`src/rtl/lvm_pkg.sv`:
```
`timescale 1ns / 1ps
package lvm_pkg;

   localparam int COORD_WIDTH_DEF = 32;
   localparam int FRAC_BITS_DEF   = 16;

   typedef logic [1:0] col_idx_type;

   localparam col_idx_type COL_LAST = 2'd3;

endpackage

```
`src/rtl/lvm_emit.sv`:
```
`timescale 1ns / 1ps
module lvm_emit #(
   parameter int W = 32,
   parameter int F = 16
) (
   input  logic                        clock,
   input  logic                        reset,
   input  logic                        ld_valid,
   output logic                        ld_ready,
   input  logic signed [F+2:0]         rgt [3],
   input  logic signed [F+2:0]         tu [3],
   input  logic signed [F+2:0]         fwd [3],
   input  logic signed [W-1:0]         trans [3],
   output logic                        empty,
   input  logic                        pop,
   output lvm_pkg::col_idx_type        column_index,
   output logic signed [W-1:0]         row0,
   output logic signed [W-1:0]         row1,
   output logic signed [W-1:0]         row2,
   output logic signed [W-1:0]         row3,
   output logic                        last_column
);
   import lvm_pkg::*;

   localparam int SW = ((F + 3 > W) ? F + 3 : W) + 2;
   localparam logic signed [SW-1:0] MAXV = (SW'(1) <<< (W - 1)) - SW'(1);
   localparam logic signed [SW-1:0] MINV = -MAXV - SW'(1);

   logic signed [F+2:0] rgt_ff [3];
   logic signed [F+2:0] tu_ff [3];
   logic signed [F+2:0] fwd_ff [3];
   logic signed [W-1:0] tr_ff [3];
   logic                busy_ff, busy_in;
   col_idx_type         col_ff, col_in;
   logic                take, last_pop;

   function automatic logic signed [W-1:0] sat_w(input logic signed [SW-1:0] x);
      if (x > MAXV) return $signed(MAXV[W-1:0]);
      if (x < MINV) return $signed(MINV[W-1:0]);
      return $signed(x[W-1:0]);
   endfunction

   assign empty       = !busy_ff;
   assign last_pop    = busy_ff && pop && (col_ff == COL_LAST);
   assign ld_ready    = !busy_ff || last_pop;
   assign take        = ld_valid && ld_ready;
   assign column_index = col_ff;
   assign last_column = (col_ff == COL_LAST);

   always_comb begin
      busy_in = busy_ff;
      col_in  = col_ff;
      if (take) begin
         busy_in = 1'b1;
         col_in  = '0;
      end else if (last_pop) begin
         busy_in = 1'b0;
      end else if (busy_ff && pop) begin
         col_in = col_ff + 2'd1;
      end
   end

   always_ff @(posedge clock) begin
      if (reset) begin
         busy_ff <= 1'b0;
         col_ff  <= '0;
      end else begin
         busy_ff <= busy_in;
         col_ff  <= col_in;
      end
   end

   always_ff @(posedge clock) begin
      if (take) begin
         rgt_ff <= rgt;
         tu_ff  <= tu;
         fwd_ff <= fwd;
         tr_ff  <= trans;
      end
   end

   always_comb begin
      if (col_ff == COL_LAST) begin
         row0 = tr_ff[0];
         row1 = tr_ff[1];
         row2 = tr_ff[2];
         row3 = sat_w(SW'(1) <<< F);
      end else begin
         row0 = sat_w(SW'(rgt_ff[col_ff]));
         row1 = sat_w(SW'(tu_ff[col_ff]));
         row2 = sat_w(SW'(fwd_ff[col_ff]));
         row3 = '0;
      end
   end

endmodule

```
`config.mk`:
```
export PLATFORM = sky130hd
export DESIGN_NAME = lvm_emit
export DESIGN_NICKNAME = d
export VERILOG_FILES = /design/src/rtl/lvm_pkg.sv /design/src/rtl/lvm_emit.sv
export SDC_FILE = /design/constraint.sdc
export NUM_CORES = 1
export LEC_CHECK = 0
export CAP_MARGIN = 20
export CORE_AREA = 2 2 157 159
export CTS_CLUSTER_DIAMETER = 30
export DETAILED_ROUTE_END_ITERATION = 12
export DIE_AREA = 0 0 159 161
export DONT_BUFFER_PORTS = 1
export PLACE_DENSITY = 0.67
export SLEW_MARGIN = 10
export SYNTH_ARGS = -nofsm -noshare
export SYNTH_HDL_FRONTEND = slang
export SYNTH_SLANG_ARGS = --single-unit
```
`constraint.sdc`:
```
create_clock -name clock -period 18 [get_ports clock]
set_input_delay 3.6 -clock clock [delete_from_list [all_inputs] [get_ports clock]]
set_output_delay 3.6 -clock clock [all_outputs]
set_load 0.01 [all_outputs]
```
==> reports/results.ini <==
[worst_setup_path]
slowest_delay_ns=0.49
r2r.worst_path.cells=7
crit_path_top_delay_cell=a21boi_0
arrival_ns=4.28
crit_cells=2
critPathBufInv=1
path_delay_family=compound AO/OA/AOI/OAI gates
end_kind=primary output
cp-start-kind=input port
cp_cell_sequence=a21boi_0 -> inv_1
cp.required_ns=14.40
crit_type=input port to primary output
crit_fanout=3

[logic_synthesis]
seq_area_frac_synth_pct=73.5
synth_top_flop_cell=edfxtp_1
synth_edf_count=267
avgSynthCellArea_sq_um=16.6
yosysWarningCount=0
synth_top_area_cell=edfxtp_1
synthesis.area_sq_um=11000
synth_seq_cells=270
ys_types=24
syn_inst=661
synth.area.top_cells=edfxtp_1, a221oi_2, mux2_1, a21oi_1, inv_1
synth.most_common_cell=edfxtp_1
synth.top_cell.area_share_pct=73.0
synthArstFlopShare_pct=0
synth_common_cells=edfxtp_1, inv_1, a21oi_1

[floorplan]
row_count=57
initial_core_util_pct=45.8
die_area_sq_um=25600
core-area_sq_um=24000
fp.dieH_microns=161
num_io_pins=404
die_x_microns=159

[placement]
post-dp-hpwl_mm=15.6
port_buffers=0
place_ws_ns=10.11
gp_routability_congestion=0.818
placed_cell_area_sq_um=11100

[clock_tree]
hold_buffers=0
cts_resized=0
numCtsBuffers=53
post_cts_buffers=0
cts_sinks=270
clockBufferDepth=3
cts.reportedPaths.clkPinSlew_ns=0.05
htreeDepth=2
cts_tree=built
clock_latency_ns=0.54
root_buffer=clkbuf_16

[timing]
finClkSkew_ns=0.0213
timing_max_transition_violations_final=0
slew_headroom_pct=35.4
hold_violations=0
rsz0062_at_grt=false
max_slew.worst_pin.slew_ns=0.969
period_share_pct=43.8
fmax_mhz=127
finalCriticalPeriod_ns=7.88
setup_viol=0
tns_ns=0
fin_ws_ns=10.12

[routing]
first_iter_violations=404
num_vias=5642
vias_per_cell=5.31
drt-pass1-iter-count=5
drc=0
final_antenna_net_count=0
routedWlPerCell_microns=22.1
postRouteWirelength_mm=23.5

[status]
outcome=completed

[pwr]
leakage_uw=0.00477
peakVddDrop_uv=96.7
power_density_nw_per_um2=139

[grt]
grt_pass1_vias=5842
grt_pass1_wl_mm=34.2
grt_use_total_pct=17.5
grt_max_degree=95
grt_overflow=0
antenna_found_initial=7

[final_layout]
finalNetCount=959
syn_to_final_growth_pct=19.1
fin_area_sq_um=13100
fillers=1866
drive_gt1_share_pct=23.2

[worst_hold_path]
whs_path_depth=3
hp-class=flip-flop to flip-flop

[run]
maxCapViolCount=0

-- through the flow --
stage	power, uW	hold WS (ns)	cells	utilization [%]
2_1_floorplan	836	0.576	691	-
3_3_place_gp	829	0.657	953	46.4
3_5_place_dp	833	0.699	953	46.4
4_1_cts	1830	0.711	1053	54.2
5_1_grt	1870	0.723	1060	54.6
6_report	1820	0.696	1063	54.6
-- placed cells by master (no fill, tap or decap), types with 2 or more instances in the layout --
master and n:
nor2b_4 2, edfxtp_1 267, a221oi_1 5, clkinv_8 2, inv_8 5, clkbuf_16 53
clkbuf_1 2, inv_6 7, clkinv_4 6, a21oi_1 96, conb_1 31, diode_2 7
bufinv_16 7, clkinv_2 9, inv_1 98, buf_4 8, nor2_1 2, nor3_1 2
clkinv_1 4, dfxtp_1 2, mux2_2 8, buf_16 2, mux2_1 49, a221oi_4 3
clkinvlp_4 5, a221oi_2 49
-- routing by layer --
layer	vias up	routed length, microns	track usage (%)	share of wire [%]
met5	-	0	0	0
met4	0	744	7.36	3.2
met3	54	2260	7.29	9.6
met2	359	12300	30.9	52
met1	2708	8200	18.4	35
li1	2521	-	-	-
-- logic make-up after synthesis --
family	after synthesis	share of synthesized area [%]
flops	270	73.5
buf+inv	169	7.69
compound gates	154	12.3
mux	58	5.93
simple gates	7	0.365
fa+ha+maj	1	0.114
other cells	1	0.0341
xor+xnor	1	0.0797
-- where the power goes --
group | internal [uW] | switching (uW) | leakage (uW)
clock network | 653 | 341 | 0.000905
logic | 23.1 | 53.4 | 0.00130
registers | 735 | 10.1 | 0.00257
total | 1410 | 404 | 0.00477
-- state kept, by name, summed over array words and instances (netlist names) --
signal / cells
fwd_ff: 57
tr_ff: 96
tu_ff: 57
busy_ff: 1
rgt_ff: 57
column_index: 2
-- final timing paths --
kind                                      from                      endpoint  slack [ns]
setup / recovery                           pop                      ld_ready       10.12
setup reg to reg  column_index[1]$_SDFFE_PP0P_          fwd_ff[29]$_DFFE_PP_       13.35
hold / removal    column_index[0]$_SDFFE_PP0P_  column_index[1]$_SDFFE_PP0P_        0.70
hold reg to reg   column_index[0]$_SDFFE_PP0P_  column_index[1]$_SDFFE_PP0P_        0.70
-- area by class of cell --
| class | instances | area (sq um) | share of cell area, % |
|---|---|---|---|
| Inverter | 99 | 373 | 2.85 |
| Multi-Input combinational cell | 252 | 2200 | 16.8 |
| Timing Repair Buffer | 11 | 135 | 1.03 |
| Clock inverter | 45 | 536 | 4.09 |
| Antenna cell | 7 | 17.5 | 0.134 |
| Sequential cell | 270 | 8080 | 61.8 |
| Clock buffer | 55 | 1330 | 10.2 |
| Tap cell | 324 | 405 | 3.10 |
No activity file was read; power rests on OpenSTA's default activity.
