File: src/rtl/lvm_pkg.sv
`timescale 1ns / 1ps
package lvm_pkg;

   localparam int COORD_WIDTH_DEF = 32;
   localparam int FRAC_BITS_DEF   = 16;

   typedef logic [1:0] col_idx_type;

   localparam col_idx_type COL_LAST = 2'd3;

endpackage

File: src/rtl/lvm_front.sv
`timescale 1ns / 1ps
module lvm_front #(
   parameter int W = 32
) (
   input  logic                clock,
   input  logic                reset,
   input  logic                push,
   output logic                full,
   input  logic signed [W-1:0] eye [3],
   input  logic signed [W-1:0] tgt [3],
   input  logic signed [W-1:0] up [3],
   output logic                out_valid,
   input  logic                out_ready,
   output logic signed [W-1:0] out_eye [3],
   output logic signed [W:0]   out_dir [3],
   output logic signed [W-1:0] out_up [3]
);
   import lvm_pkg::*;

   logic signed [W-1:0] eye_ff [2][3];
   logic signed [W:0]   dir_ff [2][3];
   logic signed [W-1:0] up_ff [2][3];
   logic                wr_ff, wr_in, rd_ff, rd_in;
   logic [1:0]          cnt_ff, cnt_in;
   logic                do_push, do_pop;

   assign full      = (cnt_ff == 2'd2);
   assign out_valid = (cnt_ff != 2'd0);
   assign do_push   = push && !full;
   assign do_pop    = out_valid && out_ready;

   always_comb begin
      wr_in  = do_push ? ~wr_ff : wr_ff;
      rd_in  = do_pop ? ~rd_ff : rd_ff;
      cnt_in = cnt_ff;
      if (do_push && !do_pop) begin
         cnt_in = cnt_ff + 2'd1;
      end else if (!do_push && do_pop) begin
         cnt_in = cnt_ff - 2'd1;
      end
   end

   always_ff @(posedge clock) begin
      if (reset) begin
         wr_ff  <= 1'b0;
         rd_ff  <= 1'b0;
         cnt_ff <= 2'd0;
      end else begin
         wr_ff  <= wr_in;
         rd_ff  <= rd_in;
         cnt_ff <= cnt_in;
      end
   end

   // classify at the door: keep the eye, the view direction and the up hint
   always_ff @(posedge clock) begin
      if (do_push) begin
         for (int i = 0; i < 3; i++) begin
            eye_ff[wr_ff][i] <= eye[i];
            dir_ff[wr_ff][i] <= (W+1)'(eye[i]) - (W+1)'(tgt[i]);
            up_ff[wr_ff][i]  <= up[i];
         end
      end
   end

   always_comb begin
      for (int i = 0; i < 3; i++) begin
         out_eye[i] = eye_ff[rd_ff][i];
         out_dir[i] = dir_ff[rd_ff][i];
         out_up[i]  = up_ff[rd_ff][i];
      end
   end

endmodule

File: config.mk
export PLATFORM = sky130hd
export DESIGN_NAME = lvm_front
export DESIGN_NICKNAME = d
export VERILOG_FILES = /design/src/rtl/lvm_pkg.sv /design/src/rtl/lvm_front.sv
export SDC_FILE = /design/constraint.sdc
export NUM_CORES = 1
export LEC_CHECK = 0
export BUFFER_PORTS_ARGS = -buffer_cell sky130_fd_sc_hd__buf_2
export CORE_MARGIN = 4
export CORE_UTILIZATION = 55
export DETAILED_ROUTE_END_ITERATION = 6
export PLACE_DENSITY = 0.91
export SLEW_MARGIN = 20
export SYNTH_ARGS = -nofsm -noshare
export SYNTH_HDL_FRONTEND = slang
export SYNTH_SLANG_ARGS = --single-unit
File: constraint.sdc
create_clock -name clock -period 18.9 [get_ports clock]
set_input_delay 2.835 -clock clock [delete_from_list [all_inputs] [get_ports clock]]
set_output_delay 2.835 -clock clock [all_outputs]
set_load 0.005 [all_outputs]
==> impl_metrics.json <==
{
  "r2r-end": "dir_ff[0][26]",
  "die_w_um": 227,
  "whs_path_depth": 2,
  "drt_first_iter_violations": 1337,
  "synth_area_leader_cell": "edfxtp_1",
  "ant_nets": 0,
  "grt_use_total_pct": 26.0,
  "synth-edff-count": 582,
  "maxSlewViolCount": 0,
  "hold_viol_final": 0,
  "dp_cells": 2861,
  "yosysUniqueCellTypes": 72,
  "leakagePower_nw": 12.7,
  "pre_cts_slack_ps": 12550,
  "gp_congestion": 0.910,
  "cts_resized": 0,
  "grt_pass1_vias": 17800,
  "start_kind": "flip-flop",
  "clkSinkCount": 587,
  "initial_utilization_pct": 56.1,
  "area_growth_pct": 20.7,
  "htree_levels": 2,
  "synth_top_family_by_area": "multiplexers",
  "post_synth.cell_area_avg_um2": 15.4,
  "worst-setup-path-type": "reg2out",
  "antenna_found_initial": 16,
  "vdd_ir_drop_max_uv": 88.1,
  "post-route-period-util_pct": 37.2,
  "yosys.area_share.xor_xnor_pct": 2.63,
  "clk_path_buf_depth": 3,
  "drc": 0,
  "combPwrFrac_pct": 26.8,
  "io_pins": 585,
  "slew_headroom_pct": 30.8,
  "insertion_delay_ps": 610,
  "seq_area_um2": 17600,
  "setup-violations-final": 0,
  "sw_frac_of_total_pct": 28.8,
  "tritoncts": "built",
  "maxCapViolations": 0,
  "grt_overflow": 0,
  "cp_max_fo": 75,
  "r2r_start": "cnt_ff[0]",
  "cts_hold_buf": 0,
  "firstDrtPassIters": 7,
  "synth_ff_type": "edfxtp_1",
  "fin_crit_ps": 7030,
  "detailed_place_hpwl_um": 50000,
  "p_int_mw": 2.79,
  "endpoint_kind": "output pin",
  "fin_setup_tns_ps": 0,
  "status": "completed",
  "synth_area_leaders": "edfxtp_1 66%, mux2_2 12%, ha_1 4.6%",
  "yosys-mux-area-fraction_pct": 12.6,
  "powerDensity_nw_per_um2": 124,
  "grt_pass1_wl_um": 103000,
  "sequentialPowerShare_pct": 45.5,
  "synth_fa_ha_area_share_pct": 4.84,
  "cts-root-buf": "clkbuf_16",
  "ff2ff_setup_slack_ps": 15990,
  "die_area_um2": 51400,
  "post-cts-setup-buffer-count": 0,
  "fmaxAchievable_ghz": 0.142,
  "portBuffers": 584,
  "syn_area_um2": 26300,
  "row_count": 79,
  "core_area_um2": 47000,
  "yosys_warnings": 0,
  "routedWlPerCell_um": 23.5,
  "nets": 2707,
  "wl_um": 70000,
  "synth-simple-area-share_pct": 4.22,
  "utilization_pct": 67.7,
  "fin_skew_ps": 30.9,
  "crit_required_ps": 16070,
  "viasPerCell": 5.86,
  "numCtsBuffers": 58,
  "postSynthCellCount": 1706,
  "vias": 17400,
  "worst_r2r_path_depth": 6,
  "synth_top_area_share_pct": 66.4,
  "synth_seq_cells": 587,
  "clk_pin_slew_ps": 60,
  "synth_compound_area_share_pct": 6.50,
  "die_h_um": 227,
  "cp.arrival_ps": 4200,
  "nFillCells": 2996,
  "grt_setup_unrepaired": "no",
  "hold_start": "rd_ff",
  "drive_gt1_share_pct": 41.7,
  "synthesis.nets": 2098,
  "yosysSeqAreaShare_pct": 66.8,
  "grt_max_degree": 168,
  "multi_input_area_um2": 8110,
  "clockPowerShare_pct": 27.7,
  "p_switching_mw": 1.13,
  "setup_slack_ps": 11870,
  "tightest_slew_ps": 1040,
  "hp-class": "reg2reg",
  "final_cells": 2977,
  "async_flop_share_pct": 0
}
-- layer usage --
layer  global-route usage, %  up-vias  routed length, um
li1                        -     7725                  -
met1                    30.3     8521              24700
met2                    45.3      944              35200
met3                    7.25      229               6740
met4                    11.3       18               3220
met5                       0        -                118
-- Yosys cell counts (all sizes together), types with 5 or more instances --
master,n
a21o,42
inv,129
mux2,292
a211oi,7
nand2,37
and4,5
o21ai,40
o21a,12
and3,11
xnor2,51
or2,11
xor2,28
clkbuf,43
nand4,7
a21boi,5
dfxtp,5
or3,8
a31oi,10
o31ai,6
o311ai,5
nor3,15
and2,8
nor2b,14
o21bai,9
a21oi,76
nand2b,7
a211o,5
nor2,58
nand3,30
ha,97
edfxtp,582
-- logic make-up (layout without fill, tap and decap cells) --
kind of cell               after synthesis  in the layout
xor gates and xnor gates                79             79
other                                    0             10
DFF                                    587            587
adders and majority gates              100            100
and+or+nand+nor                        219            219
buffers and inverters                  173            827
AOI/OAI and AO/OA                      254            254
muxes                                  294            294
-- cells in the final DEF, fill, tap and decap left out, types with 6 or more instances in the layout --
cell type,Yosys,routed
nor3_1,15,15
nand2b_1,7,7
clkinv_2,0,8
o21a_1,12,12
and3_1,10,9
a21oi_1,75,75
or3_1,8,8
nor2b_1,14,14
clkinv_1,0,13
o21bai_1,8,8
nand4_1,7,7
and2_1,8,8
a21o_1,42,42
a211oi_1,6,6
inv_1,129,129
nor2_1,58,57
diode_2,0,10
a31oi_1,10,10
mux2_2,292,292
clkbuf_16,0,58
nand2_1,37,37
clkbuf_1,43,16
ha_1,97,97
o21ai_1,10,10
buf_2,1,584
edfxtp_1,582,582
or2_2,9,9
buf_4,0,6
nand3_1,30,30
o21ai_0,30,30
xor2_1,28,28
xnor2_1,51,51
-- state kept, by name, summed over array words and instances (netlist names), named ones only --
signal	count
cnt_ff	2
rd_ff	1
up_ff	192
eye_ff	192
wr_ff	1
dir_ff	198
-- worst max path at each step --
stage	endpoint	slack, ps	cells past startpoint
finish	out_up[59]	11870	4
global route	out_up[59]	11700	4
CTS	out_up[59]	11840	4
detailed placement	out_dir[91]	12550	4
global placement	out_eye[93]	12710	4
floorplan	dir_ff[0][0]	2980	2
-- power groups by stage --
stage / Combinational [mW] / Clock [mW] / Sequential (mW)
global route: 1.13 / 1.16 / 1.80
CTS: 1.05 / 1.11 / 1.79
detailed placement: 1.04 / 0 / 1.81
finish: 1.05 / 1.09 / 1.79
global placement: 1.00 / 0 / 1.80
floorplan: 0.613 / 0 / 1.85
-- final cells by class --
type	instances	share of cell area [%]
antenna	10	0.0788
clock buffer	74	4.76
clock inverter	31	0.843
inverter	129	1.52
multi-input combinational	946	25.5
sequential	587	55.3
tap	607	2.39
timing repair buffer	593	9.55
-- metrics by stage --
step | hold WS, ps | total power [mW] | cell area (um^2)
global placement | 478 | 2.80 | 29900
CTS | 528 | 3.94 | 31700
finish | 516 | 3.93 | 31800
global route | 582 | 4.09 | 31800
detailed placement | 511 | 2.85 | 29900
floorplan | 461 | 2.46 | 26300
-- critical path, cell delays in order, from the launching register on --
cell     delay [ps]
dfxtp_4        1020
buf_4           910
buf_4           870
mux2_2          440
buf_2           140
Power figures use the tool's default switching activity.
